`src/design/climate_fan_pwm_controller_core_assert.svh`:
```
// Assertion macros for the climate fan PWM controller core.
// Included by cfpc_engine, the RTL file that checks its own control state.
`ifndef CLIMATE_FAN_PWM_CONTROLLER_CORE_ASSERT_SVH
`define CLIMATE_FAN_PWM_CONTROLLER_CORE_ASSERT_SVH

// Same-cycle implication, checked outside reset.
`define CFPC_ASSERT_NOW(label, clk, rst, ante, cons) \
   label: assert property (@(posedge clk) disable iff (rst) (ante) |-> (cons)) \
      else $error("cfpc check failed: same-cycle implication");

// Next-cycle implication, checked outside reset.
`define CFPC_ASSERT_NEXT(label, clk, rst, ante, cons) \
   label: assert property (@(posedge clk) disable iff (rst) (ante) |=> (cons)) \
      else $error("cfpc check failed: next-cycle implication");

`endif

```
`src/design/cfpc_pkg.sv`:
```
// Shared types, codes and reset values for the climate fan PWM controller core.
// No dependencies; imported by every module of the block.
`default_nettype none

package cfpc_pkg;

   // Transaction payloads
   typedef struct packed {
      logic [3:0] op;
      logic [2:0] device;
      logic [7:0] set_value;
      logic [9:0] temperature_sample;
      logic [9:0] light_sample;
   } req_type;

   typedef struct packed {
      logic       response;
      logic       response_valid;
      logic       fan_enable;
      logic [1:0] fan_direction;
      logic       heater_on;
      logic [5:0] lights;
   } rsp_type;

   // Configuration register file contents
   typedef struct packed {
      logic [9:0] light_threshold;
      logic [7:0] heater_below;
      logic [7:0] ac_above;
      logic [7:0] fan_start;
      logic [7:0] fan_full;
      logic [7:0] pwm_period;
      logic [7:0] sensor_period;
   } cfg_type;

   localparam int unsigned CsrIndexWidth = 3;
   localparam int unsigned CsrDataWidth  = 10;

   // Register indexes
   localparam logic [CsrIndexWidth-1:0] CSR_LIGHT_THRESHOLD = 3'd0;
   localparam logic [CsrIndexWidth-1:0] CSR_HEATER_BELOW    = 3'd1;
   localparam logic [CsrIndexWidth-1:0] CSR_AC_ABOVE        = 3'd2;
   localparam logic [CsrIndexWidth-1:0] CSR_FAN_START       = 3'd3;
   localparam logic [CsrIndexWidth-1:0] CSR_FAN_FULL        = 3'd4;
   localparam logic [CsrIndexWidth-1:0] CSR_PWM_PERIOD      = 3'd5;
   localparam logic [CsrIndexWidth-1:0] CSR_SENSOR_PERIOD   = 3'd6;

   // Register reset values
   localparam logic [9:0] RST_LIGHT_THRESHOLD = 10'd512;
   localparam logic [7:0] RST_HEATER_BELOW    = 8'd10;
   localparam logic [7:0] RST_AC_ABOVE        = 8'd25;
   localparam logic [7:0] RST_FAN_START       = 8'd30;
   localparam logic [7:0] RST_FAN_FULL        = 8'd40;
   localparam logic [7:0] RST_PWM_PERIOD      = 8'd100;
   localparam logic [7:0] RST_SENSOR_PERIOD   = 8'd150;
   localparam logic [7:0] RST_TARGET_TEMP     = 8'd24;

   // Operation codes
   localparam logic [3:0] OP_TICK        = 4'd0;
   localparam logic [3:0] OP_STATUS      = 4'd1;
   localparam logic [3:0] OP_ON          = 4'd2;
   localparam logic [3:0] OP_OFF         = 4'd3;
   localparam logic [3:0] OP_CLIMATE_ON  = 4'd4;
   localparam logic [3:0] OP_CLIMATE_OFF = 4'd5;
   localparam logic [3:0] OP_SET_TARGET  = 4'd6;
   localparam logic [3:0] OP_BLOWER_ON   = 4'd7;
   localparam logic [3:0] OP_BLOWER_OFF  = 4'd8;
   localparam logic [3:0] OP_LIGHT_QUERY = 4'd9;

   // Devices
   localparam logic [2:0] DEV_LAST_ROOM = 3'd3;
   localparam logic [2:0] DEV_AC        = 3'd4;
   localparam logic [2:0] DEV_TV        = 3'd5;

   // Fan directions
   localparam logic [1:0] FAN_STOP    = 2'd0;
   localparam logic [1:0] FAN_FORWARD = 2'd1;
   localparam logic [1:0] FAN_REVERSE = 2'd2;

endpackage

`default_nettype wire

```
`src/design/cfpc_csr.sv`:
```
// Configuration register file of the climate fan PWM controller core.
// Depends on cfpc_pkg for the register layout, indexes and reset values.
`default_nettype none

module cfpc_csr
   import cfpc_pkg::*;
(
   input  wire logic                     clock,
   input  wire logic                     reset,
   input  wire logic                     csr_write_enable,
   input  wire logic [CsrIndexWidth-1:0] csr_index,
   input  wire logic [CsrDataWidth-1:0]  csr_write_data,
   output cfg_type                       cfg
);

   cfg_type cfg_ff;
   cfg_type cfg_in;

   always_comb begin
      cfg_in = cfg_ff;
      if (csr_write_enable) begin
         unique case (csr_index)
            CSR_LIGHT_THRESHOLD: cfg_in.light_threshold = csr_write_data;
            CSR_HEATER_BELOW:    cfg_in.heater_below    = csr_write_data[7:0];
            CSR_AC_ABOVE:        cfg_in.ac_above        = csr_write_data[7:0];
            CSR_FAN_START:       cfg_in.fan_start       = csr_write_data[7:0];
            CSR_FAN_FULL:        cfg_in.fan_full        = csr_write_data[7:0];
            CSR_PWM_PERIOD:      cfg_in.pwm_period      = csr_write_data[7:0];
            CSR_SENSOR_PERIOD:   cfg_in.sensor_period   = csr_write_data[7:0];
            default:             cfg_in = cfg_ff;
         endcase
      end
   end

   always_ff @(posedge clock) begin
      if (reset) begin
         cfg_ff.light_threshold <= RST_LIGHT_THRESHOLD;
         cfg_ff.heater_below    <= RST_HEATER_BELOW;
         cfg_ff.ac_above        <= RST_AC_ABOVE;
         cfg_ff.fan_start       <= RST_FAN_START;
         cfg_ff.fan_full        <= RST_FAN_FULL;
         cfg_ff.pwm_period      <= RST_PWM_PERIOD;
         cfg_ff.sensor_period   <= RST_SENSOR_PERIOD;
      end else begin
         cfg_ff <= cfg_in;
      end
   end

   assign cfg = cfg_ff;

endmodule

`default_nettype wire

```
`src/design/cfpc_engine.sv`:
```
// Controller state and its per-transaction update: PWM, sensor timer, climate, lights.
// Depends on cfpc_pkg and the assertion macro header.
`default_nettype none
`include "climate_fan_pwm_controller_core_assert.svh"

module cfpc_engine
   import cfpc_pkg::*;
(
   input  wire logic    clock,
   input  wire logic    reset,
   input  wire logic    fire,
   input  wire req_type item,
   input  wire cfg_type cfg,
   output rsp_type      result
);

   logic [7:0] pwm_count_ff, pwm_count_in;
   logic [7:0] sensor_count_ff, sensor_count_in;
   logic [7:0] fan_duty_ff, fan_duty_in;
   logic [1:0] fan_dir_ff, fan_dir_in;
   logic       fan_pin_ff, fan_pin_in;
   logic       blower_ff, blower_in;
   logic       climate_en_ff, climate_en_in;
   logic [7:0] target_ff, target_in;
   logic       heater_ff, heater_in;
   logic [5:0] lights_ff, lights_in;

   logic [7:0]  pwm_inc;
   logic [7:0]  sensor_inc;
   logic [7:0]  temp;
   logic [7:0]  temp_excess;
   logic [11:0] duty_scaled;
   logic [7:0]  duty_auto;
   logic        switchable;
   logic        resp;
   logic        resp_valid;
   logic        off_cmd;

   assign pwm_inc     = pwm_count_ff + 8'd1;
   assign sensor_inc  = sensor_count_ff + 8'd1;
   assign temp        = item.temperature_sample[9:2];
   assign temp_excess = temp - cfg.fan_start;
   // Times ten as eight plus two.
   assign duty_scaled = {1'b0, temp_excess, 3'b000} + {3'b000, temp_excess, 1'b0};
   assign switchable  = (item.device <= DEV_LAST_ROOM) || (item.device == DEV_TV);
   assign off_cmd     = fire && (item.op == OP_CLIMATE_OFF);

   always_comb begin
      if (temp >= cfg.fan_full) begin
         duty_auto = cfg.pwm_period;
      end else if (duty_scaled > 12'd255) begin
         duty_auto = 8'd255;
      end else begin
         duty_auto = duty_scaled[7:0];
      end
   end

   always_comb begin
      pwm_count_in    = pwm_count_ff;
      sensor_count_in = sensor_count_ff;
      fan_duty_in     = fan_duty_ff;
      fan_dir_in      = fan_dir_ff;
      fan_pin_in      = fan_pin_ff;
      blower_in       = blower_ff;
      climate_en_in   = climate_en_ff;
      target_in       = target_ff;
      heater_in       = heater_ff;
      lights_in       = lights_ff;
      resp            = 1'b0;
      resp_valid      = 1'b0;

      unique case (item.op)
         OP_TICK: begin
            pwm_count_in = (pwm_inc >= cfg.pwm_period) ? 8'd0 : pwm_inc;
            // The pin compares against the duty held before this evaluation.
            fan_pin_in = (pwm_count_in < fan_duty_ff);
            if (sensor_inc >= cfg.sensor_period) begin
               sensor_count_in = 8'd0;
               if (climate_en_ff) begin
                  heater_in = (temp < cfg.heater_below);
                  if (temp > cfg.ac_above) begin
                     lights_in[DEV_AC] = 1'b1;
                  end else if (temp < target_ff) begin
                     lights_in[DEV_AC] = 1'b0;
                  end
                  if (!blower_ff) begin
                     if (temp > cfg.fan_start) begin
                        fan_dir_in  = FAN_FORWARD;
                        fan_duty_in = duty_auto;
                     end else begin
                        fan_dir_in  = FAN_STOP;
                        fan_duty_in = 8'd0;
                     end
                  end
               end else begin
                  lights_in[DEV_AC] = 1'b0;
                  heater_in         = 1'b0;
                  if (!blower_ff) begin
                     fan_dir_in  = FAN_STOP;
                     fan_duty_in = 8'd0;
                  end
               end
            end else begin
               sensor_count_in = sensor_inc;
            end
         end
         OP_STATUS: begin
            resp_valid = 1'b1;
            if (item.device <= DEV_TV) begin
               resp = lights_ff[item.device];
            end
         end
         OP_ON: begin
            if (switchable) begin
               lights_in[item.device] = 1'b1;
            end
         end
         OP_OFF: begin
            if (switchable) begin
               lights_in[item.device] = 1'b0;
            end
         end
         OP_CLIMATE_ON: begin
            climate_en_in = 1'b1;
         end
         OP_CLIMATE_OFF: begin
            climate_en_in     = 1'b0;
            lights_in[DEV_AC] = 1'b0;
            heater_in         = 1'b0;
         end
         OP_SET_TARGET: begin
            target_in = item.set_value;
         end
         OP_BLOWER_ON: begin
            blower_in   = 1'b1;
            fan_dir_in  = FAN_REVERSE;
            fan_duty_in = cfg.pwm_period;
         end
         OP_BLOWER_OFF: begin
            blower_in   = 1'b0;
            fan_dir_in  = FAN_STOP;
            fan_duty_in = 8'd0;
         end
         OP_LIGHT_QUERY: begin
            resp_valid = 1'b1;
            resp       = (item.light_sample > cfg.light_threshold);
         end
         default: begin
            resp = 1'b0;
         end
      endcase
   end

   always_ff @(posedge clock) begin
      if (reset) begin
         pwm_count_ff    <= 8'd0;
         sensor_count_ff <= 8'd0;
         fan_duty_ff     <= 8'd0;
         fan_dir_ff      <= FAN_STOP;
         fan_pin_ff      <= 1'b0;
         blower_ff       <= 1'b0;
         climate_en_ff   <= 1'b1;
         target_ff       <= RST_TARGET_TEMP;
         heater_ff       <= 1'b0;
         lights_ff       <= 6'd0;
      end else if (fire) begin
         pwm_count_ff    <= pwm_count_in;
         sensor_count_ff <= sensor_count_in;
         fan_duty_ff     <= fan_duty_in;
         fan_dir_ff      <= fan_dir_in;
         fan_pin_ff      <= fan_pin_in;
         blower_ff       <= blower_in;
         climate_en_ff   <= climate_en_in;
         target_ff       <= target_in;
         heater_ff       <= heater_in;
         lights_ff       <= lights_in;
      end
   end

   assign result.response       = resp;
   assign result.response_valid = resp_valid;
   assign result.fan_enable     = fan_pin_in;
   assign result.fan_direction  = fan_dir_in;
   assign result.heater_on      = heater_in;
   assign result.lights         = lights_in;

   `CFPC_ASSERT_NOW(a_heater_needs_climate, clock, reset, !climate_en_ff, !heater_ff)
   `CFPC_ASSERT_NOW(a_ac_needs_climate, clock, reset, !climate_en_ff, !lights_ff[DEV_AC])
   `CFPC_ASSERT_NOW(a_blower_reverse, clock, reset, blower_ff, fan_dir_ff == FAN_REVERSE)
   `CFPC_ASSERT_NEXT(a_climate_off_clears, clock, reset, off_cmd, !climate_en_ff && !heater_ff)

endmodule

`default_nettype wire

```
`src/design/climate_fan_pwm_controller_core.sv`:
```
// Climate fan PWM controller core: one transaction in, one transaction out.
// A request is captured in the input register at acceptance; once the response register
// can take an entry, the engine processes it and the response register captures the result.
// Throughput: one transaction per cycle while the response side keeps up.
// Reset (synchronous, active high) restores valid flags, configuration and controller state; payloads carry none.
// Depends on cfpc_pkg, cfpc_csr and cfpc_engine.
`default_nettype none

module climate_fan_pwm_controller_core
   import cfpc_pkg::*;
(
   input  wire logic                     clock,
   input  wire logic                     reset,
   // Request channel
   input  wire logic                     req_valid,
   output logic                          req_ready,
   input  wire req_type                  req_payload,
   // Response channel
   output logic                          rsp_valid,
   input  wire logic                     rsp_ready,
   output rsp_type                       rsp_payload,
   // Configuration write port
   input  wire logic                     csr_write_enable,
   input  wire logic [CsrIndexWidth-1:0] csr_index,
   input  wire logic [CsrDataWidth-1:0]  csr_write_data
);

   // Pipeline: an input register holds an accepted transaction; when the response
   // register can take a new entry, the engine applies the transaction to the
   // controller state and the response register captures the result in the
   // same edge. Both registers are in flight at once, so a request can be taken
   // every cycle while the downstream side keeps up.

   logic    in_vld_ff, in_vld_in;
   req_type in_ff;
   logic    out_vld_ff, out_vld_in;
   rsp_type out_ff;

   logic    out_load;   // response register free or being drained this cycle
   logic    fire;       // buffered transaction moves into the engine
   cfg_type cfg;
   rsp_type result;

   assign out_load  = !out_vld_ff || rsp_ready;
   assign fire      = in_vld_ff && out_load;
   assign req_ready = !in_vld_ff || out_load;

   always_comb begin
      in_vld_in = in_vld_ff;
      if (req_ready) begin
         in_vld_in = req_valid;
      end
      out_vld_in = out_vld_ff;
      if (out_load) begin
         out_vld_in = in_vld_ff;
      end
   end

   always_ff @(posedge clock) begin
      if (reset) begin
         in_vld_ff  <= 1'b0;
         out_vld_ff <= 1'b0;
      end else begin
         in_vld_ff  <= in_vld_in;
         out_vld_ff <= out_vld_in;
      end
   end

   // Payload registers carry no reset; their valid flags qualify them.
   always_ff @(posedge clock) begin
      if (req_ready && req_valid) begin
         in_ff <= req_payload;
      end
      if (fire) begin
         out_ff <= result;
      end
   end

   // The user must write configuration only while the block is idle; the block does not enforce it.
   cfpc_csr u_csr (
      .clock            (clock),
      .reset            (reset),
      .csr_write_enable (csr_write_enable),
      .csr_index        (csr_index),
      .csr_write_data   (csr_write_data),
      .cfg              (cfg)
   );

   cfpc_engine u_engine (
      .clock  (clock),
      .reset  (reset),
      .fire   (fire),
      .item   (in_ff),
      .cfg    (cfg),
      .result (result)
   );

   assign rsp_valid   = out_vld_ff;
   assign rsp_payload = out_ff;

endmodule

`default_nettype wire

```
`config.mk`:
```
export PLATFORM = sky130hd
export DESIGN_NAME = climate_fan_pwm_controller_core
export DESIGN_NICKNAME = d
export VERILOG_FILES = /design/src/design/cfpc_pkg.sv /design/src/design/cfpc_csr.sv /design/src/design/cfpc_engine.sv /design/src/design/climate_fan_pwm_controller_core.sv
export VERILOG_INCLUDE_DIRS = /design/src /design/src/design
export SDC_FILE = /design/constraint.sdc
export NUM_CORES = 1
export LEC_CHECK = 0
export BUFFER_PORTS_ARGS = -buffer_cell sky130_fd_sc_hd__clkbuf_2
export CORE_AREA = 3 3 104 156
export CTS_CLUSTER_DIAMETER = 200
export DETAILED_ROUTE_END_ITERATION = 8
export DIE_AREA = 0 0 107 159
export MAX_ROUTING_LAYER = met4
export PLACE_DENSITY_LB_ADDON = 0.25
export SLEW_MARGIN = 20
export SYNTH_ARGS = -nofsm -noshare
export SYNTH_HDL_FRONTEND = slang
export SYNTH_SLANG_ARGS = --single-unit
```
`constraint.sdc`:
```
create_clock -name clock -period 3.2 [get_ports clock]
set_clock_uncertainty 0.15 [all_clocks]
set_input_delay 0.64 -clock clock [delete_from_list [all_inputs] [get_ports clock]]
set_output_delay 0.64 -clock clock [all_outputs]
set_load 0.01 [all_outputs]
```
==> impl_metrics.env <==
export IMPL_antenna_found_initial=0
export IMPL_cts_tree="yes"
export IMPL_die_y_um=159
export IMPL_drive_above_1_share_pct=22.2
export IMPL_synthXorXnorAreaFrac_pct=2.18
export IMPL_cts_root_buffer="clkbuf_16"
export IMPL_drt_pass1_iter_count=5
export IMPL_p_per_area_nw_per_um2=466
export IMPL_tightest_slew_ns=0.662
export IMPL_gp_congestion=0.914
export IMPL_synth_simple_area_share_pct=20.3
export IMPL_clock_sinks=149
export IMPL_synthCells=911
export IMPL_die_w_um=107
export IMPL_dpl_hpwl_um=13800
export IMPL_setup_ws_ns=-0.327
export IMPL_grt_pass1_wl_um=32000
export IMPL_final_area_um2=9980
export IMPL_required_ns=3.23
export IMPL_rsz0062_at_grt="true"
export IMPL_cts_inserted_buffers=17
export IMPL_fin_crit_ns=3.53
export IMPL_synth_top_family_by_area="simple AND/OR/NAND/NOR gates"
export IMPL_synth_area_per_cell_um2=8.81
export IMPL_hold_violations=0
export IMPL_cts_reportedPaths_clkPinSlew_ns=0.07
export IMPL_synth_mux_area_share_pct=1.79
export IMPL_status="finished with violations"
export IMPL_worstSkewPairLatency_ns=0.42
export IMPL_row_count=55
export IMPL_worstReg2RegStart="u_engine.pwm_count_ff[0]"
export IMPL_peakVddDrop_mv=0.401
export IMPL_diodes=0
export IMPL_dpl_cell_area_um2=9010
export IMPL_grt_max_degree=76
export IMPL_overflow=0
export IMPL_synth_top_area_share_pct=25.9
export IMPL_syn_area_um2=8020
export IMPL_criticalPathCategory="reg2reg"
export IMPL_fmaxAchievable_mhz=284
export IMPL_timing_final_crit_share_pct=110
export IMPL_synth_fa_ha_area_share_pct=12.5
export IMPL_crit_fanout=5
export IMPL_final_common_cell="nand2_1"
export IMPL_cts_hold_buf=0
export IMPL_syn2layout_area_growth_pct=24.4
export IMPL_slew_limit_headroom_pct=55.3
export IMPL_synth_compound_area_share_pct=15.2
export IMPL_htree_levels=4
export IMPL_die_area_um2=17000
export IMPL_rr_worst_depth=18
export IMPL_cp_arrival_ns=3.55
export IMPL_fin_nets=1171
export IMPL_drtAntennaViolNets=0
export IMPL_viasPerCell=5.43
export IMPL_min_path_type="in2reg"
export IMPL_ys_warn_count=0
export IMPL_layout_common_cells="nand2_1 (165), dfxtp_1 (100), a21oi_1 (82)"
export IMPL_wl_um=19100
export IMPL_pin_count=67
export IMPL_drt_iter0_markers=397
export IMPL_seq_area_frac_synth_pct=42.8
export IMPL_grt_pass1_vias=6885
export IMPL_setup_viol=10
export IMPL_violations="setup timing"
export IMPL_ff2ff_setup_slack_ns=-0.33
export IMPL_startpoint="u_engine.pwm_count_ff[0]"
export IMPL_synth_ff_type="dfxtp_1"
export IMPL_whs_ns=0.241
export IMPL_syn_num_nets=1043
export IMPL_regToRegEndpoint="rsp_payload[9]"
export IMPL_initial_core_util_pct=53.2
export IMPL_crit_path_end_kind="register"
export IMPL_synth_edff_count=45
export IMPL_drc=0
export IMPL_ys_ff_latch=149
export IMPL_port_buffers=64
export IMPL_startpoint_type="register"
export IMPL_grt_usage_pct=24.1
export IMPL_yosysTopAreaCell="dfxtp_1"
export IMPL_wl_per_cell_um=15.3
export IMPL_dr_total_vias=6797
export IMPL_cts_buffer_depth=2
export IMPL_p_leak_nw=4.12
export IMPL_ys_types=62
export IMPL_synth_area_leaders="dfxtp_1 (26%), edfxtp_1 (17%), ha_1 (12%), nand2_1 (7.8%), a21oi_1 (5.7%)"
export IMPL_async_reset_ff_share_pct=0
export IMPL_endpoint="rsp_payload[9]"
export IMPL_slew_viol_final=0
export IMPL_maxCapViolations=0
export IMPL_core_area_um2=15100
==> sequential cells by signal (all words and copies together) (netlist names) <==
signal / cells
rsp_valid: 1
u_engine.pwm_count_ff: 8
rsp_payload: 12
u_engine.heater_ff: 1
u_engine.blower_ff: 1
u_engine.climate_en_ff: 1
u_engine.fan_duty_ff: 8
u_csr.cfg: 58
in_ff: 33
u_engine.lights_ff: 6
u_engine.fan_dir_ff: 2
in_vld_ff: 1
u_engine.sensor_count_ff: 8
u_engine.target_ff: 8
u_engine.fan_pin_ff: 1
==> synth_stat cells (all sizes together) (8+ instances only) <==
cell type	count
nand2	166
dfxtp	104
a21oi	92
inv	82
ha	77
nor2	60
edfxtp	45
o21ai	29
clkbuf	19
nand3	18
nand3b	18
and2	16
nand2b	15
xnor2	13
a21o	12
nor2b	12
mux2i	11
a211o	10
nor3	9
o21a	8
or3	8
==> where the power goes <==
part / leakage, nW / switching, W / internal [W]
logic: 2.55 / 0.000355 / 0.000294
clock network: 0.289 / 0.000917 / 0.00105
registers: 1.29 / 0.0000343 / 0.00200
total: 4.12 / 0.00131 / 0.00334
==> layer usage <==
metal / global-route usage (%) / routed length [um] / vias up
li1: - / - / 3417
met1: 26.4 / 7460 / 3175
met2: 42.5 / 10000 / 157
met3: 4.79 / 959 / 48
met4: 9.37 / 647 / 0
met5: - / 0 / -
==> layout make-up <==
cell class              count  area (um^2)
repair buffers            134          873
fillers                  1174         5090
well taps                 199          249
clock inverters            15          154
clock buffers              17          425
inverters                  82          308
flip-flops and latches    149         3440
multi-input cells         655         4530
==> logic make-up (layout without fill, tap and decap cells) <==
| group | after synthesis | in the layout |
|---|---|---|
| AOI/OAI and AO/OA | 195 | 195 |
| xor gates and xnor gates | 20 | 20 |
| adders and majority gates | 79 | 79 |
| buffers and inverters | 107 | 248 |
| DFF | 149 | 149 |
| muxes | 13 | 13 |
| and+or+nand+nor | 348 | 348 |
==> worst min-delay path by stage <==
| stage | startpoint | endpoint | slack [ns] | cells past startpoint |
|---|---|---|---|---|
| global placement | in_ff[23] | u_engine.target_ff[3] | 0.28 | 1 |
| CTS | req_payload[16] | in_ff[16] | 0.23 | 1 |
| floorplan | in_ff[23] | u_engine.target_ff[3] | 0.28 | 1 |
| detailed placement | in_ff[23] | u_engine.target_ff[3] | 0.29 | 1 |
| finish | req_payload[22] | in_ff[22] | 0.24 | 1 |
| global route | req_payload[24] | in_ff[24] | 0.22 | 1 |
==> timing repair <==
action,CTS,global route
setup buffers,5,7
setup endpoints to repair,12,16
gates resized for setup,54,14
pin swaps,32,22
==> stage by stage <==
| stage | util (%) | power (W) | TNS, ns | setup WS, ns | std cells |
|---|---|---|---|---|---|
| finish | 66.2 | 0.00465 | -0.765 | -0.327 | 1251 |
| global route | 66.2 | 0.00484 | -2.67 | -0.560 | 1251 |
| CTS | 65.6 | 0.00467 | -0.704 | -0.251 | 1245 |
| detailed placement | 59.8 | 0.00266 | -2.05 | -0.385 | 1208 |
| global placement | 59.8 | 0.00265 | -1.65 | -0.310 | 1208 |
| floorplan | - | 0.00243 | -0.0713 | -0.0646 | 911 |
==> worst max-delay path, cell delays in order, from the launching register on <==
cell and delay, ns:
dfxtp_4 0.37, and3_4 0.20, nand3_4 0.09, xnor2_2 0.16
ha_1 0.32, buf_6 0.10, nand4_1 0.08, o211ai_1 0.22
a21oi_2 0.09, buf_4 0.16, buf_6 0.11, and2_4 0.14
ha_4 0.26, nand4_1 0.09, o211ai_1 0.28, buf_4 0.17
nor2_2 0.04, nor3_2 0.20, nand2_1 0.07
No activity file was read; power rests on OpenSTA's default activity.
